File: src/hw/rtl/assert_macros.svh
// ----------------------------------------------------------------------------
// Assertion macros
// Shared concurrent assertion shorthands, clocked on clock and disabled
// while reset is high.
// ----------------------------------------------------------------------------
`ifndef ASSERT_MACROS_SVH
`define ASSERT_MACROS_SVH

// Consequent must hold in the same cycle as the antecedent.
`define UPI_ASSERT_SAME(lbl, ante, cons, msg) \
   lbl: assert property (@(posedge clock) disable iff (reset) (ante) |-> (cons)) \
      else $error(msg);

// Consequent must hold in the cycle after the antecedent.
`define UPI_ASSERT_NEXT(lbl, ante, cons, msg) \
   lbl: assert property (@(posedge clock) disable iff (reset) (ante) |=> (cons)) \
      else $error(msg);

`endif

File: src/hw/rtl/upi_pkg.sv
// ----------------------------------------------------------------------------
// Unicycle pose integrator package
// Widths, fixed-point constants, CORDIC table and shared types.
// ----------------------------------------------------------------------------
package upi_pkg;

   localparam int CORDIC_STEPS = 16;
   localparam int ANGLE_BITS   = 16;
   localparam int POS_BITS     = 32;

   localparam int CNT_W      = $clog2(CORDIC_STEPS);
   localparam int ATAN_DEPTH = 24;
   localparam int ATAN_IDX_W = 5;

   localparam int HEAD_SHIFT = 61 - ANGLE_BITS;
   localparam int POS_SHIFT  = 38;
   localparam int POS_STEP_W = 64 - POS_SHIFT;
   localparam int SUM_W      = ((POS_BITS > POS_STEP_W) ? POS_BITS : POS_STEP_W) + 1;
   localparam int OUT_EXT_W  = (POS_BITS > 32) ? POS_BITS : 32;
   localparam int HEAD_EXT_W = (ANGLE_BITS > 16) ? ANGLE_BITS : 16;

   localparam logic signed [63:0] HEAD_ROUND = 64'sd1 <<< (HEAD_SHIFT - 1);
   localparam logic signed [63:0] POS_ROUND  = 64'sd1 <<< (POS_SHIFT - 1);

   localparam logic signed [31:0] INV_PI_Q32   = 32'sd1367130551;
   localparam logic signed [31:0] CORDIC_K_Q30 = 32'sd652032874;

   localparam logic [15:0] TICK_PERIOD_RESET = 16'd6554;

   // Arctangent of 2^-i as a 32-bit binary angle, rounded to nearest.
   localparam logic signed [31:0] ATAN_TURN32 [ATAN_DEPTH] = '{
      32'sd536870912, 32'sd316933406, 32'sd167458907, 32'sd85004756,
      32'sd42667331,  32'sd21354465,  32'sd10679838,  32'sd5340245,
      32'sd2670163,   32'sd1335087,   32'sd667544,    32'sd333772,
      32'sd166886,    32'sd83443,     32'sd41722,     32'sd20861,
      32'sd10430,     32'sd5215,      32'sd2608,      32'sd1304,
      32'sd652,       32'sd326,       32'sd163,       32'sd81
   };

   typedef struct packed {
      logic signed [31:0] a;
      logic signed [31:0] b;
   } mul_req_type;

   typedef struct packed {
      logic        start;
      logic [31:0] angle;
   } cordic_ctl_type;

   typedef struct packed {
      logic busy;
      logic done;
   } cordic_sts_type;

   function automatic logic signed [31:0] atan_of(input logic [CNT_W-1:0] idx);
      return ATAN_TURN32[ATAN_IDX_W'(idx)];
   endfunction

endpackage

File: src/hw/rtl/upi_req_if.sv
// ----------------------------------------------------------------------------
// Request channel
// Carries one velocity command transaction per handshake.
// ----------------------------------------------------------------------------
interface upi_req_if;
   logic               valid;
   logic               ready;
   logic signed [15:0] linear_speed;
   logic signed [15:0] angular_speed;

   modport source (output valid, output linear_speed, output angular_speed, input ready);
   modport sink   (input valid, input linear_speed, input angular_speed, output ready);
endinterface

File: src/hw/rtl/upi_rsp_if.sv
// ----------------------------------------------------------------------------
// Response channel
// Carries one pose transaction per handshake.
// ----------------------------------------------------------------------------
interface upi_rsp_if;
   logic               valid;
   logic               ready;
   logic signed [31:0] pos_x;
   logic signed [31:0] pos_y;
   logic signed [15:0] heading;

   modport source (output valid, output pos_x, output pos_y, output heading, input ready);
   modport sink   (input valid, input pos_x, input pos_y, input heading, output ready);
endinterface

File: src/hw/rtl/upi_csr_if.sv
// ----------------------------------------------------------------------------
// Configuration write channel
// Carries writes of the tick period register.
// ----------------------------------------------------------------------------
interface upi_csr_if;
   logic        valid;
   logic        ready;
   logic [15:0] tick_period;

   modport source (output valid, output tick_period, input ready);
   modport sink   (input valid, input tick_period, output ready);
endinterface

File: src/hw/rtl/upi_mul.sv
// ----------------------------------------------------------------------------
// Shared multiplier
// Signed 32 x 32 multiplier with a registered 64-bit product.
// ----------------------------------------------------------------------------
module upi_mul (
   input  logic                  clock,
   input  upi_pkg::mul_req_type  mul_req,
   output logic signed [63:0]    prod_ff
);

   logic signed [63:0] prod_in;

   assign prod_in = 64'(mul_req.a) * 64'(mul_req.b);

   always_ff @(posedge clock) begin
      prod_ff <= prod_in;
   end

endmodule

File: src/hw/rtl/upi_cordic.sv
// ----------------------------------------------------------------------------
// Iterative CORDIC
// Rotation-mode CORDIC, one micro-rotation per cycle, giving Q30 cos and sin.
// ----------------------------------------------------------------------------
module upi_cordic (
   input  logic                     clock,
   input  logic                     reset,
   input  upi_pkg::cordic_ctl_type  ctl,
   output upi_pkg::cordic_sts_type  sts,
   output logic signed [31:0]       cos_q30,
   output logic signed [31:0]       sin_q30
);

   logic signed [31:0]          x_ff, x_in;
   logic signed [31:0]          y_ff, y_in;
   logic signed [31:0]          z_ff, z_in;
   logic [upi_pkg::CNT_W-1:0]   cnt_ff, cnt_in;
   logic                        busy_ff, busy_in;
   logic                        done_ff, done_in;
   logic                        half_turn;
   logic signed [31:0]          dx, dy, atan_i;

   // Angles in the left half-plane are turned by pi first.
   assign half_turn = ctl.angle[31] ^ ctl.angle[30];
   assign dx        = y_ff >>> cnt_ff;
   assign dy        = x_ff >>> cnt_ff;
   assign atan_i    = upi_pkg::atan_of(cnt_ff);

   always_comb begin
      x_in    = x_ff;
      y_in    = y_ff;
      z_in    = z_ff;
      cnt_in  = cnt_ff;
      busy_in = busy_ff;
      done_in = 1'b0;
      if (ctl.start) begin
         x_in    = half_turn ? -upi_pkg::CORDIC_K_Q30 : upi_pkg::CORDIC_K_Q30;
         y_in    = '0;
         z_in    = half_turn ? signed'({~ctl.angle[31], ctl.angle[30:0]})
                             : signed'(ctl.angle);
         cnt_in  = '0;
         busy_in = 1'b1;
      end else if (busy_ff) begin
         if (!z_ff[31]) begin
            x_in = x_ff - dx;
            y_in = y_ff + dy;
            z_in = z_ff - atan_i;
         end else begin
            x_in = x_ff + dx;
            y_in = y_ff - dy;
            z_in = z_ff + atan_i;
         end
         if (cnt_ff == upi_pkg::CNT_W'(upi_pkg::CORDIC_STEPS - 1)) begin
            busy_in = 1'b0;
            done_in = 1'b1;
         end else begin
            cnt_in = cnt_ff + 1'b1;
         end
      end
   end

   always_ff @(posedge clock) begin
      if (reset) begin
         busy_ff <= 1'b0;
         done_ff <= 1'b0;
         cnt_ff  <= '0;
      end else begin
         busy_ff <= busy_in;
         done_ff <= done_in;
         cnt_ff  <= cnt_in;
      end
      x_ff <= x_in;
      y_ff <= y_in;
      z_ff <= z_in;
   end

   assign sts.busy = busy_ff;
   assign sts.done = done_ff;
   assign cos_q30  = x_ff;
   assign sin_q30  = y_ff;

endmodule

File: src/hw/rtl/unicycle_pose_integrator_top.sv
// ----------------------------------------------------------------------------
// Unicycle pose integrator
// Euler-step odometry: heading, x and y advance once per velocity command.
// ----------------------------------------------------------------------------
// Each request transaction carries a forward speed and a turn rate and
// produces exactly one response transaction holding the updated pose. The
// block works on one request at a time: req_chan.ready is high only while
// the sequencer is idle, so a new request is not taken before the pose of
// the last one has been loaded into the response register. The work per
// request is done by the iterative CORDIC, which performs one micro-rotation
// per cycle, and by five passes through the single shared 32 x 32
// multiplier (turn rate times period, that times 1/pi, speed times period,
// and the two displacement products). The response register lets the next
// request be accepted while the previous pose still waits to be taken; if
// it is still waiting when the next pose is ready, the sequencer holds until
// it drains. The tick period register is written over csr_chan, which is
// always ready; writes are meant to happen while the block is idle.
// Positions saturate at the rails, and the heading wraps.
// ----------------------------------------------------------------------------
`include "assert_macros.svh"

module unicycle_pose_integrator_top (
   input  logic   clock,
   input  logic   reset,
   upi_req_if.sink    req_chan,
   upi_rsp_if.source  rsp_chan,
   upi_csr_if.sink    csr_chan
);

   // Sequencer states, one-hot.
   typedef enum logic [9:0] {
      S_IDLE     = 10'b00_0000_0001,
      S_MUL_WT   = 10'b00_0000_0010,
      S_MUL_HD   = 10'b00_0000_0100,
      S_HEAD     = 10'b00_0000_1000,
      S_CORD_GO  = 10'b00_0001_0000,
      S_CORD_RUN = 10'b00_0010_0000,
      S_MUL_X    = 10'b00_0100_0000,
      S_MUL_Y    = 10'b00_1000_0000,
      S_UPD_Y    = 10'b01_0000_0000,
      S_HOLD     = 10'b10_0000_0000
   } seq_state_type;

   seq_state_type seq_ff, seq_in;

   // Configuration and the accumulated pose.
   logic [15:0]                          tick_ff;
   logic [upi_pkg::ANGLE_BITS-1:0]       heading_acc_ff, heading_acc_in;
   logic signed [upi_pkg::POS_BITS-1:0]  x_acc_ff, x_acc_in;
   logic signed [upi_pkg::POS_BITS-1:0]  y_acc_ff, y_acc_in;

   // Latched command and the distance speed times period.
   logic signed [15:0]  lin_ff;
   logic signed [15:0]  ang_ff;
   logic signed [31:0]  travel_ff;

   // Response register.
   logic                rsp_valid_ff, rsp_valid_in;
   logic signed [31:0]  rsp_x_ff;
   logic signed [31:0]  rsp_y_ff;
   logic signed [15:0]  rsp_head_ff;

   // Shared units.
   upi_pkg::mul_req_type     mul_req;
   logic signed [63:0]       prod_ff;
   upi_pkg::cordic_ctl_type  cord_ctl;
   upi_pkg::cordic_sts_type  cord_sts;
   logic signed [31:0]       cos_q30;
   logic signed [31:0]       sin_q30;

   logic                                  req_fire;
   logic                                  rsp_load;
   logic signed [63:0]                    head_sum;
   logic [upi_pkg::ANGLE_BITS-1:0]        head_delta;
   logic signed [63:0]                    pos_sum;
   logic signed [upi_pkg::POS_STEP_W-1:0] pos_step;
   logic signed [upi_pkg::POS_BITS-1:0]   x_next, y_next;

   // Adds a rounded displacement to a position and clamps to the rails.
   function automatic logic signed [upi_pkg::POS_BITS-1:0] add_clamp(
      input logic signed [upi_pkg::POS_BITS-1:0]   acc,
      input logic signed [upi_pkg::POS_STEP_W-1:0] stp
   );
      logic signed [upi_pkg::SUM_W-1:0] sum;
      logic signed [upi_pkg::SUM_W-1:0] hi;
      logic signed [upi_pkg::SUM_W-1:0] lo;
      sum = upi_pkg::SUM_W'(acc) + upi_pkg::SUM_W'(stp);
      hi  = upi_pkg::SUM_W'({1'b0, {(upi_pkg::POS_BITS - 1){1'b1}}});
      lo  = ~hi;
      if (sum > hi) begin
         return hi[upi_pkg::POS_BITS-1:0];
      end else if (sum < lo) begin
         return lo[upi_pkg::POS_BITS-1:0];
      end
      return sum[upi_pkg::POS_BITS-1:0];
   endfunction

   // Brings a position onto the 32-bit output, clamping when it is wider.
   function automatic logic signed [31:0] pos_to_out(
      input logic signed [upi_pkg::POS_BITS-1:0] pos
   );
      logic signed [upi_pkg::OUT_EXT_W-1:0] ext;
      logic signed [upi_pkg::OUT_EXT_W-1:0] hi;
      logic signed [upi_pkg::OUT_EXT_W-1:0] lo;
      ext = upi_pkg::OUT_EXT_W'(pos);
      hi  = upi_pkg::OUT_EXT_W'({1'b0, {31{1'b1}}});
      lo  = ~hi;
      if (ext > hi) begin
         return hi[31:0];
      end else if (ext < lo) begin
         return lo[31:0];
      end
      return ext[31:0];
   endfunction

   // Rescales the binary angle to 16 bits, keeping its top bits.
   function automatic logic signed [15:0] heading_to_out(
      input logic [upi_pkg::ANGLE_BITS-1:0] hd
   );
      logic [upi_pkg::HEAD_EXT_W-1:0] ext;
      ext = upi_pkg::HEAD_EXT_W'(hd) << (upi_pkg::HEAD_EXT_W - upi_pkg::ANGLE_BITS);
      return signed'(ext[upi_pkg::HEAD_EXT_W-1 -: 16]);
   endfunction

   upi_mul u_mul (
      .clock   (clock),
      .mul_req (mul_req),
      .prod_ff (prod_ff)
   );

   upi_cordic u_cordic (
      .clock   (clock),
      .reset   (reset),
      .ctl     (cord_ctl),
      .sts     (cord_sts),
      .cos_q30 (cos_q30),
      .sin_q30 (sin_q30)
   );

   assign req_chan.ready = (seq_ff == S_IDLE);
   assign req_fire       = req_chan.valid && req_chan.ready;
   assign csr_chan.ready = 1'b1;

   // Heading step: rounded product of turn rate, period and 1/pi.
   assign head_sum   = prod_ff + upi_pkg::HEAD_ROUND;
   assign head_delta = head_sum[upi_pkg::HEAD_SHIFT +: upi_pkg::ANGLE_BITS];

   // Displacement: rounded product of distance and the Q30 cos or sin.
   assign pos_sum  = prod_ff + upi_pkg::POS_ROUND;
   assign pos_step = pos_sum[63 -: upi_pkg::POS_STEP_W];
   assign x_next   = add_clamp(x_acc_ff, pos_step);
   assign y_next   = add_clamp(y_acc_ff, pos_step);

   // The CORDIC starts from the already updated heading.
   assign cord_ctl.start = (seq_ff == S_CORD_GO);
   assign cord_ctl.angle = {heading_acc_ff, {(32 - upi_pkg::ANGLE_BITS){1'b0}}};

   assign rsp_load = (seq_ff == S_HOLD) && (!rsp_valid_ff || rsp_chan.ready);

   // Multiplier operand selection and the sequencer.
   always_comb begin
      mul_req        = '0;
      seq_in         = seq_ff;
      heading_acc_in = heading_acc_ff;
      x_acc_in       = x_acc_ff;
      y_acc_in       = y_acc_ff;
      unique case (seq_ff)
         S_IDLE: begin
            if (req_fire) begin
               seq_in = S_MUL_WT;
            end
         end
         S_MUL_WT: begin
            mul_req.a = 32'(ang_ff);
            mul_req.b = signed'({16'b0, tick_ff});
            seq_in    = S_MUL_HD;
         end
         S_MUL_HD: begin
            mul_req.a = prod_ff[31:0];
            mul_req.b = upi_pkg::INV_PI_Q32;
            seq_in    = S_HEAD;
         end
         S_HEAD: begin
            heading_acc_in = heading_acc_ff + head_delta;
            mul_req.a      = 32'(lin_ff);
            mul_req.b      = signed'({16'b0, tick_ff});
            seq_in         = S_CORD_GO;
         end
         S_CORD_GO: begin
            seq_in = S_CORD_RUN;
         end
         S_CORD_RUN: begin
            if (cord_sts.done) begin
               seq_in = S_MUL_X;
            end
         end
         S_MUL_X: begin
            mul_req.a = travel_ff;
            mul_req.b = cos_q30;
            seq_in    = S_MUL_Y;
         end
         S_MUL_Y: begin
            x_acc_in  = x_next;
            mul_req.a = travel_ff;
            mul_req.b = sin_q30;
            seq_in    = S_UPD_Y;
         end
         S_UPD_Y: begin
            y_acc_in = y_next;
            seq_in   = S_HOLD;
         end
         S_HOLD: begin
            if (rsp_load) begin
               seq_in = S_IDLE;
            end
         end
         default: begin
            seq_in = S_IDLE;
         end
      endcase
   end

   always_comb begin
      rsp_valid_in = rsp_valid_ff;
      if (rsp_load) begin
         rsp_valid_in = 1'b1;
      end else if (rsp_chan.ready) begin
         rsp_valid_in = 1'b0;
      end
   end

   always_ff @(posedge clock) begin
      if (reset) begin
         seq_ff         <= S_IDLE;
         tick_ff        <= upi_pkg::TICK_PERIOD_RESET;
         heading_acc_ff <= '0;
         x_acc_ff       <= '0;
         y_acc_ff       <= '0;
         rsp_valid_ff   <= 1'b0;
      end else begin
         seq_ff         <= seq_in;
         heading_acc_ff <= heading_acc_in;
         x_acc_ff       <= x_acc_in;
         y_acc_ff       <= y_acc_in;
         rsp_valid_ff   <= rsp_valid_in;
         if (csr_chan.valid) begin
            tick_ff <= csr_chan.tick_period;
         end
      end
   end

   always_ff @(posedge clock) begin
      if (req_fire) begin
         lin_ff <= req_chan.linear_speed;
         ang_ff <= req_chan.angular_speed;
      end
      // The speed-times-period product lands in the multiplier register here.
      if (seq_ff == S_CORD_GO) begin
         travel_ff <= prod_ff[31:0];
      end
      if (rsp_load) begin
         rsp_x_ff    <= pos_to_out(x_acc_ff);
         rsp_y_ff    <= pos_to_out(y_acc_ff);
         rsp_head_ff <= heading_to_out(heading_acc_ff);
      end
   end

   assign rsp_chan.valid   = rsp_valid_ff;
   assign rsp_chan.pos_x   = rsp_x_ff;
   assign rsp_chan.pos_y   = rsp_y_ff;
   assign rsp_chan.heading = rsp_head_ff;

   // A new request is only taken while the CORDIC is at rest.
   `UPI_ASSERT_SAME(a_ready_cordic_idle, req_chan.ready, !cord_sts.busy,
      "request accepted while CORDIC busy")

   // The CORDIC only reports completion while the sequencer waits for it.
   `UPI_ASSERT_SAME(a_done_in_run, cord_sts.done, seq_ff == S_CORD_RUN,
      "CORDIC completion outside its wait state")

   // The heading only moves in the heading update state.
   `UPI_ASSERT_NEXT(a_heading_hold, seq_ff != S_HEAD, $stable(heading_acc_ff),
      "heading changed outside its update state")

endmodule

File: src/flat_wrapper.sv
// flat-port wrapper written by rule: the top's interface ports become plain ports
module unicycle_pose_integrator_top_flat 
  (clock, reset, req_chan_valid, req_chan_linear_speed, req_chan_angular_speed, req_chan_ready, rsp_chan_valid, rsp_chan_pos_x, rsp_chan_pos_y, rsp_chan_heading, rsp_chan_ready, csr_chan_valid, csr_chan_tick_period, csr_chan_ready);
  upi_req_if req_chan_i ();
  upi_rsp_if rsp_chan_i ();
  upi_csr_if csr_chan_i ();
  input  logic clock;
  input  logic reset;
  input wire logic [$bits(req_chan_i.valid)-1:0] req_chan_valid;
  input wire logic [$bits(req_chan_i.linear_speed)-1:0] req_chan_linear_speed;
  input wire logic [$bits(req_chan_i.angular_speed)-1:0] req_chan_angular_speed;
  output wire logic [$bits(req_chan_i.ready)-1:0] req_chan_ready;
  output wire logic [$bits(rsp_chan_i.valid)-1:0] rsp_chan_valid;
  output wire logic [$bits(rsp_chan_i.pos_x)-1:0] rsp_chan_pos_x;
  output wire logic [$bits(rsp_chan_i.pos_y)-1:0] rsp_chan_pos_y;
  output wire logic [$bits(rsp_chan_i.heading)-1:0] rsp_chan_heading;
  input wire logic [$bits(rsp_chan_i.ready)-1:0] rsp_chan_ready;
  input wire logic [$bits(csr_chan_i.valid)-1:0] csr_chan_valid;
  input wire logic [$bits(csr_chan_i.tick_period)-1:0] csr_chan_tick_period;
  output wire logic [$bits(csr_chan_i.ready)-1:0] csr_chan_ready;
  assign req_chan_i.valid = req_chan_valid;
  assign req_chan_i.linear_speed = req_chan_linear_speed;
  assign req_chan_i.angular_speed = req_chan_angular_speed;
  assign req_chan_ready = req_chan_i.ready;
  assign rsp_chan_valid = rsp_chan_i.valid;
  assign rsp_chan_pos_x = rsp_chan_i.pos_x;
  assign rsp_chan_pos_y = rsp_chan_i.pos_y;
  assign rsp_chan_heading = rsp_chan_i.heading;
  assign rsp_chan_i.ready = rsp_chan_ready;
  assign csr_chan_i.valid = csr_chan_valid;
  assign csr_chan_i.tick_period = csr_chan_tick_period;
  assign csr_chan_ready = csr_chan_i.ready;
  unicycle_pose_integrator_top u_core (.clock(clock), .reset(reset), .req_chan(req_chan_i), .rsp_chan(rsp_chan_i), .csr_chan(csr_chan_i));
endmodule
File: config.mk
export PLATFORM = sky130hd
export DESIGN_NAME = unicycle_pose_integrator_top_flat
export DESIGN_NICKNAME = d
export VERILOG_FILES = /design/src/hw/rtl/upi_pkg.sv /design/src/hw/rtl/upi_req_if.sv /design/src/hw/rtl/upi_rsp_if.sv /design/src/hw/rtl/upi_csr_if.sv /design/src/hw/rtl/upi_mul.sv /design/src/hw/rtl/upi_cordic.sv /design/src/hw/rtl/unicycle_pose_integrator_top.sv /design/src/flat_wrapper.sv
export VERILOG_INCLUDE_DIRS = /design/src /design/src/hw/rtl
export SDC_FILE = /design/constraint.sdc
export NUM_CORES = 2
export LEC_CHECK = 0
export BUFFER_PORTS_ARGS = -buffer_cell sky130_fd_sc_hd__buf_2
export CAP_MARGIN = 10
export CORE_MARGIN = 3
export CORE_UTILIZATION = 55
export CTS_CLUSTER_SIZE = 10
export DETAILED_ROUTE_END_ITERATION = 8
export GPL_ROUTABILITY_DRIVEN = 0
export PLACE_DENSITY = 0.69
export SYNTH_ARGS = -nofsm -noshare
export SYNTH_HDL_FRONTEND = slang
export SYNTH_HIERARCHICAL = 1
export SYNTH_SLANG_ARGS = --single-unit
File: constraint.sdc
create_clock -name clock -period 10.8 [get_ports clock]
set_clock_uncertainty 0.2 [all_clocks]
set_input_delay 1.08 -clock clock [delete_from_list [all_inputs] [get_ports clock]]
set_output_delay 1.08 -clock clock [all_outputs]
set_load 0.005 [all_outputs]
# [Word level (Yosys, flattened, before mapping)]
# Memories as Yosys holds them, arrays and structs flattened.
# Cells that the tools add are included.
[op_classes] shifts=2 n_mul=1 eq_ne=14 reduce_logical=10 order_cmp=9 mux=44 n_bitwise=5 n_div=0 addsub=12
[ops] operator="32-bit two-way mux" n=23
[ops] operator="64-bit case mux with 5 select lines" n=1
[ops] operator="10-bit case mux with 10 select lines" n=1
[ops] operator="32-bit adder" n=3
[ops] operator="32-bit subtractor" n=3
[ops] operator="32-bit by 26-bit adder with 33-bit output" n=2
[ops] operator="33-bit by 32-bit > comparator with 1-bit output (second input constant)" n=2
[ops] operator="33-bit by 32-bit less-than comparator with 1-bit output (second input constant)" n=2
[ops] operator="64-bit by 39-bit adder with 64-bit output (second input constant)" n=1
[ops] operator="32-bit > comparator (second input constant)" n=2
[ops] operator="32-bit less-than comparator (second input constant)" n=2
[ops] operator="32-bit by 32-bit multiplier with 64-bit output" n=1
[ops] operator="32-bit by 4-bit >>> shifter with 32-bit output" n=2
[ops] operator="61-bit by 46-bit adder with 61-bit output (second input constant)" n=1
[ops] operator="10-bit two-way mux" n=3
[ops] operator="16-bit adder" n=1
[ops] operator="1-bit two-way mux" n=16
[ops] operator="10-bit by 1-bit equality test with 1-bit output (second input constant)" n=1
[ops] operator="10-bit equality test (second input constant)" n=1
[ops] operator="10-bit by 2-bit equality test with 1-bit output (second input constant)" n=1
[ops] operator="10-bit by 3-bit equality test with 1-bit output (second input constant)" n=1
[ops] operator="10-bit by 4-bit equality test with 1-bit output (second input constant)" n=1
[ops] operator="10-bit by 5-bit equality test with 1-bit output (second input constant)" n=1
[ops] operator="10-bit by 6-bit equality test with 1-bit output (second input constant)" n=1
[ops] operator="19 further kinds" n=24
[totals] reg_bits=417 memories=1 rom_bits=1024 word_cells=117 mem_bits_rw=0 latch_bits=0 output_inout_bits=83 input_bits=53
[mem_list] memory="(name not given)" words=32 word_bits=32 read_ports=1 rd_clocked_by_memory_dff=0 wr=0 line_no="upi_pkg.sv:56" source="return ATAN_TURN32[ATAN_IDX_W'(idx)];"

# [Logic depth before layout (Yosys ltp)]
[depth] word_depth=8 mapped_depth=37 depth_no_buf=34

# [Hierarchy]
# The synthesis kept the hierarchy.
[by_module_without_submodules] module="upi_mul" instances=1 seq_area_each_um2=1281.2 cells_per_inst=3935 area_per_inst_um2=37450.9
[by_module_without_submodules] module="upi_cordic" instances=1 seq_area_each_um2=2682.6 cells_per_inst=1735 area_per_inst_um2=14702.9
[by_module_without_submodules] module="unicycle_pose_integrator_top" instances=1 seq_area_each_um2=6466.2 cells_per_inst=1460 area_per_inst_um2=14547.7

# [Worst setup path before layout]
# Ideal clock, no wire load.
[synth_path] path_kind="register -> register" from="register u_core.seq_ff[2]" to="register u_core.u_mul.prod_ff[62]" path_slack_ps=938 required_time_ps=10469 path_stages_with_launch=34 arrival_ps=9532 synth_period_minus_slack_ps=9862 n_path_buf=4 setup_ps=131 cell_sequence="dfxtp_1 > nor4_1 > nand2_1 > or3_1 > nor3b_2 > or2_2 > clkbuf_1 > clkbuf_1 > a221o_1 > clkbuf_1 > nand2_1 > inv_1 > fa_1 > fa_1 > fa_1 > fa_1 > inv_1 > fa_1 > inv_1 > fa_1 > inv_1 > fa_1 > inv_1 > fa_1 > ha_1 > clkbuf_1 > a21o_1 > a21oi_1 > nand2_1 > a2111o_1 > a22o_1 > a31oi_1 > o31ai_1 > xor2_1"
[synth_lines] element="start: declaration" line_no="unicycle_pose_integrator_top.sv:44" source="seq_state_type seq_ff, seq_in;"
[synth_lines] element="start signal: assignment" line_no="unicycle_pose_integrator_top.sv:241" source="seq_ff <= seq_in;"
[synth_lines] element="end signal: assignment" line_no="upi_mul.sv:16" source="prod_ff <= prod_in;"
[synth_lines] element="end: declaration" line_no="upi_mul.sv:8" source="output logic signed [63:0] prod_ff"

==> flow_summary_export.csv <==
group,metric,value,unit
run_status,status,"completed",
timing,finalHoldViolCount,0,
hold_path,hold-path-cell-count,0,
hold_path,hold_path.class,"reg -> reg",
clock_network,tritoncts,"yes",
clock_network,cts.sinks,412,
synth,syn_area_per_cell,9.35,µm²
global_route,grt_pass1_wl,301000,µm
place,io_buffers,134,
routing,wl_met2,87700,µm
timing,drv_slew,0,
setup_path,crit_type,"reg -> reg",
setup_path,cp_max_fo,27,
place,dpl.hpwl,148000,µm
floorplanning,die_h,354,µm
clock_network,cts_max_path_buffers,3,
setup_path,reg2reg_slack,370,ps
routing,vias,51500,
run,max_cap_viol_count,0,
timing,tightest_slew,1120,ps
place,placed_cells,8559,
global_route,first_global_vias,52800,
timing,relSlewSlack,25.6,%
timing,setup_tns,0,ps
routing,firstDrtPassIters,7,
clock_network,clock_latency,630,ps
timing,period_needed,10430,ps
setup_path,slowest_stage,"fa_1",
routing,wl_met1,75900,µm
global_route,grt_antenna_before_repair,22,
timing,setup_violations,0,
floorplanning,core-area,119000,µm²
clock_network,root_buffer,"clkbuf_16",
layout,layout.nets,8542,
pwr,p_leak,33.0,nW
global_route,grt_usage,30.5,%
floorplanning,initial_utilization,55.9,%
timing,fmax,95.9,MHz
setup_path,max_stage_delay,550,ps
timing,rsz0062_at_grt,"false",
layout,fin_cells,8664,
routing,met3WireLength,18200,µm
synth,yosys_warnings,6,
routing,drt-total-wl,190000,µm
floorplanning,fp.dieW,354,µm
global_route,overflow,0,
synth,syn-cell-area,66500,µm²
routing,ant_nets,0,
setup_path,crit_top_cell,"fa_1",
setup_path,crit_arrival,10740,ps
pwr,p_per_area,80.5,nW/µm²
floorplanning,pin_count,136,
synth,syn_inst,7112,
clock_network,path_clk_slew,60,ps
floorplanning,placementRows,126,
layout,syn_to_final_growth,5.61,%
layout,layout-drive-gt1-share,8.14,%
clock_network,h-tree-depth,2,
routing,drcViolationCount,0,
routing,drt-initial-drc-count,5118,
pwr,vdd_drop_max,0.112,mV
routing,post_drt_via_cell_ratio,5.94,
setup_path,ff2ff_path_depth,29,
routing,dr.max_layer_used,"met5",
global_route,grt_max_degree,84,
clock_network,cts_made_buffers,49,
setup_path,crit_path_end_kind,"register",
timing,fin_crit_sh,96.6,%
routing,wl_per_cell,21.9,µm
setup_path,worst-endpoint-required,11110,ps
setup_path,cp-start-kind,"register",
floorplanning,die-area,125000,µm²
clock_network,ctsHoldBuffers,0,
sequential cells by signal (all words and copies together), names as in the netlist, 10 cells and up:
| signal | cells |
|---|---|
| u_core/seq_ff | 10 |
| u_core/u_mul/prod_ff | 59 |
| u_core/u_cordic/z_ff | 32 |
| u_core/rsp_chan.pos_x | 32 |
| u_core/ang_ff | 16 |
| u_core/y_acc_ff | 32 |
| u_core/tick_ff | 16 |
| u_core/u_cordic/sin_q30 | 32 |
| u_core/rsp_chan.pos_y | 32 |
| u_core/rsp_chan.heading | 16 |
| u_core/x_acc_ff | 32 |
| u_core/lin_ff | 16 |
| u_core/heading_acc_ff | 16 |
| u_core/u_cordic/cos_q30 | 32 |
| u_core/travel_ff | 32 |
critical path, delay by kind of cell (launching register included):
| family | cells | cell delay [ps] |
|---|---|---|
| DFF | 1 | 360 |
| buffers and inverters | 4 | 830 |
| xor gates and xnor gates | 1 | 250 |
| adders and majority gates | 9 | 4360 |
| AOI/OAI and AO/OA | 8 | 2280 |
| and+or+nand+nor | 7 | 2000 |
what timing repair did:
item	CTS	global route
setup buffers	0	5
gates resized for setup	0	11
endpoints found under the setup margin	0	25
layer usage:
metal | vias to the layer above | global-route usage [%]
li1 | 22800 | -
met1 | 25800 | 41.1
met2 | 2430 | 49.1
met3 | 402 | 6.03
met4 | 8 | 11.3
met5 | - | 0
cell usage in the layout (no fill, tap or decap), types with 141 or more instances in the layout:
cell type and n:
edfxtp_1 208, buf_4 141, a21oi_1 326, ha_1 386
nand2_1 875, fa_1 1087, inv_1 1010, nor2_1 282
dfxtp_1 200, xnor2_1 209, o21ai_0 223, and2_1 537
power by group:
part	switching, mW	leakage, nW	internal [mW]	total (mW)
Combinational	1.24	28.8	0.817	2.05
Clock	0.676	0.716	0.914	1.59
Sequential	0.203	3.49	1.80	2.01
Total	2.12	33.0	3.54	5.65
per-stage QoR:
step / power [mW] / cell area [µm²] / setup slack [ps] / hold WS [ps] / utilization [%]
4_1_cts: 5.63 / 70100 / 223 / 227 / 58.9
2_1_floorplan: 3.39 / 66600 / 938 / 207 / -
3_5_place_dp: 4.03 / 68700 / 263 / 218 / 57.7
3_3_place_gp: 3.99 / 68700 / 288 / 212 / 57.7
6_report: 5.65 / 70200 / 371 / 229 / 59.0
5_1_grt: 5.94 / 70200 / 28.7 / 244 / 59.0
cell type report:
class / count / area (µm²)
Sequential cell: 412 / 10300
Clock buffer: 83 / 1430
Inverter: 1017 / 3820
Fill cell: 10300 / 48800
Tap cell: 1600 / 2000
Antenna cell: 12 / 30.0
Clock inverter: 5 / 57.6
Timing Repair Buffer: 293 / 2090
Multi-Input combinational cell: 5242 / 50500
final timing paths:
check,from,endpoint
worst min-delay path,u_core/u_mul/prod_ff[3],u_core/travel_ff[3]
worst min register to register,u_core/u_mul/prod_ff[3],u_core/travel_ff[3]
worst max-delay path,u_core/seq_ff[2],u_core/u_mul/prod_ff[57]
worst max register to register,u_core/seq_ff[2],u_core/u_mul/prod_ff[57]
(Power assumes the default switching activity.)
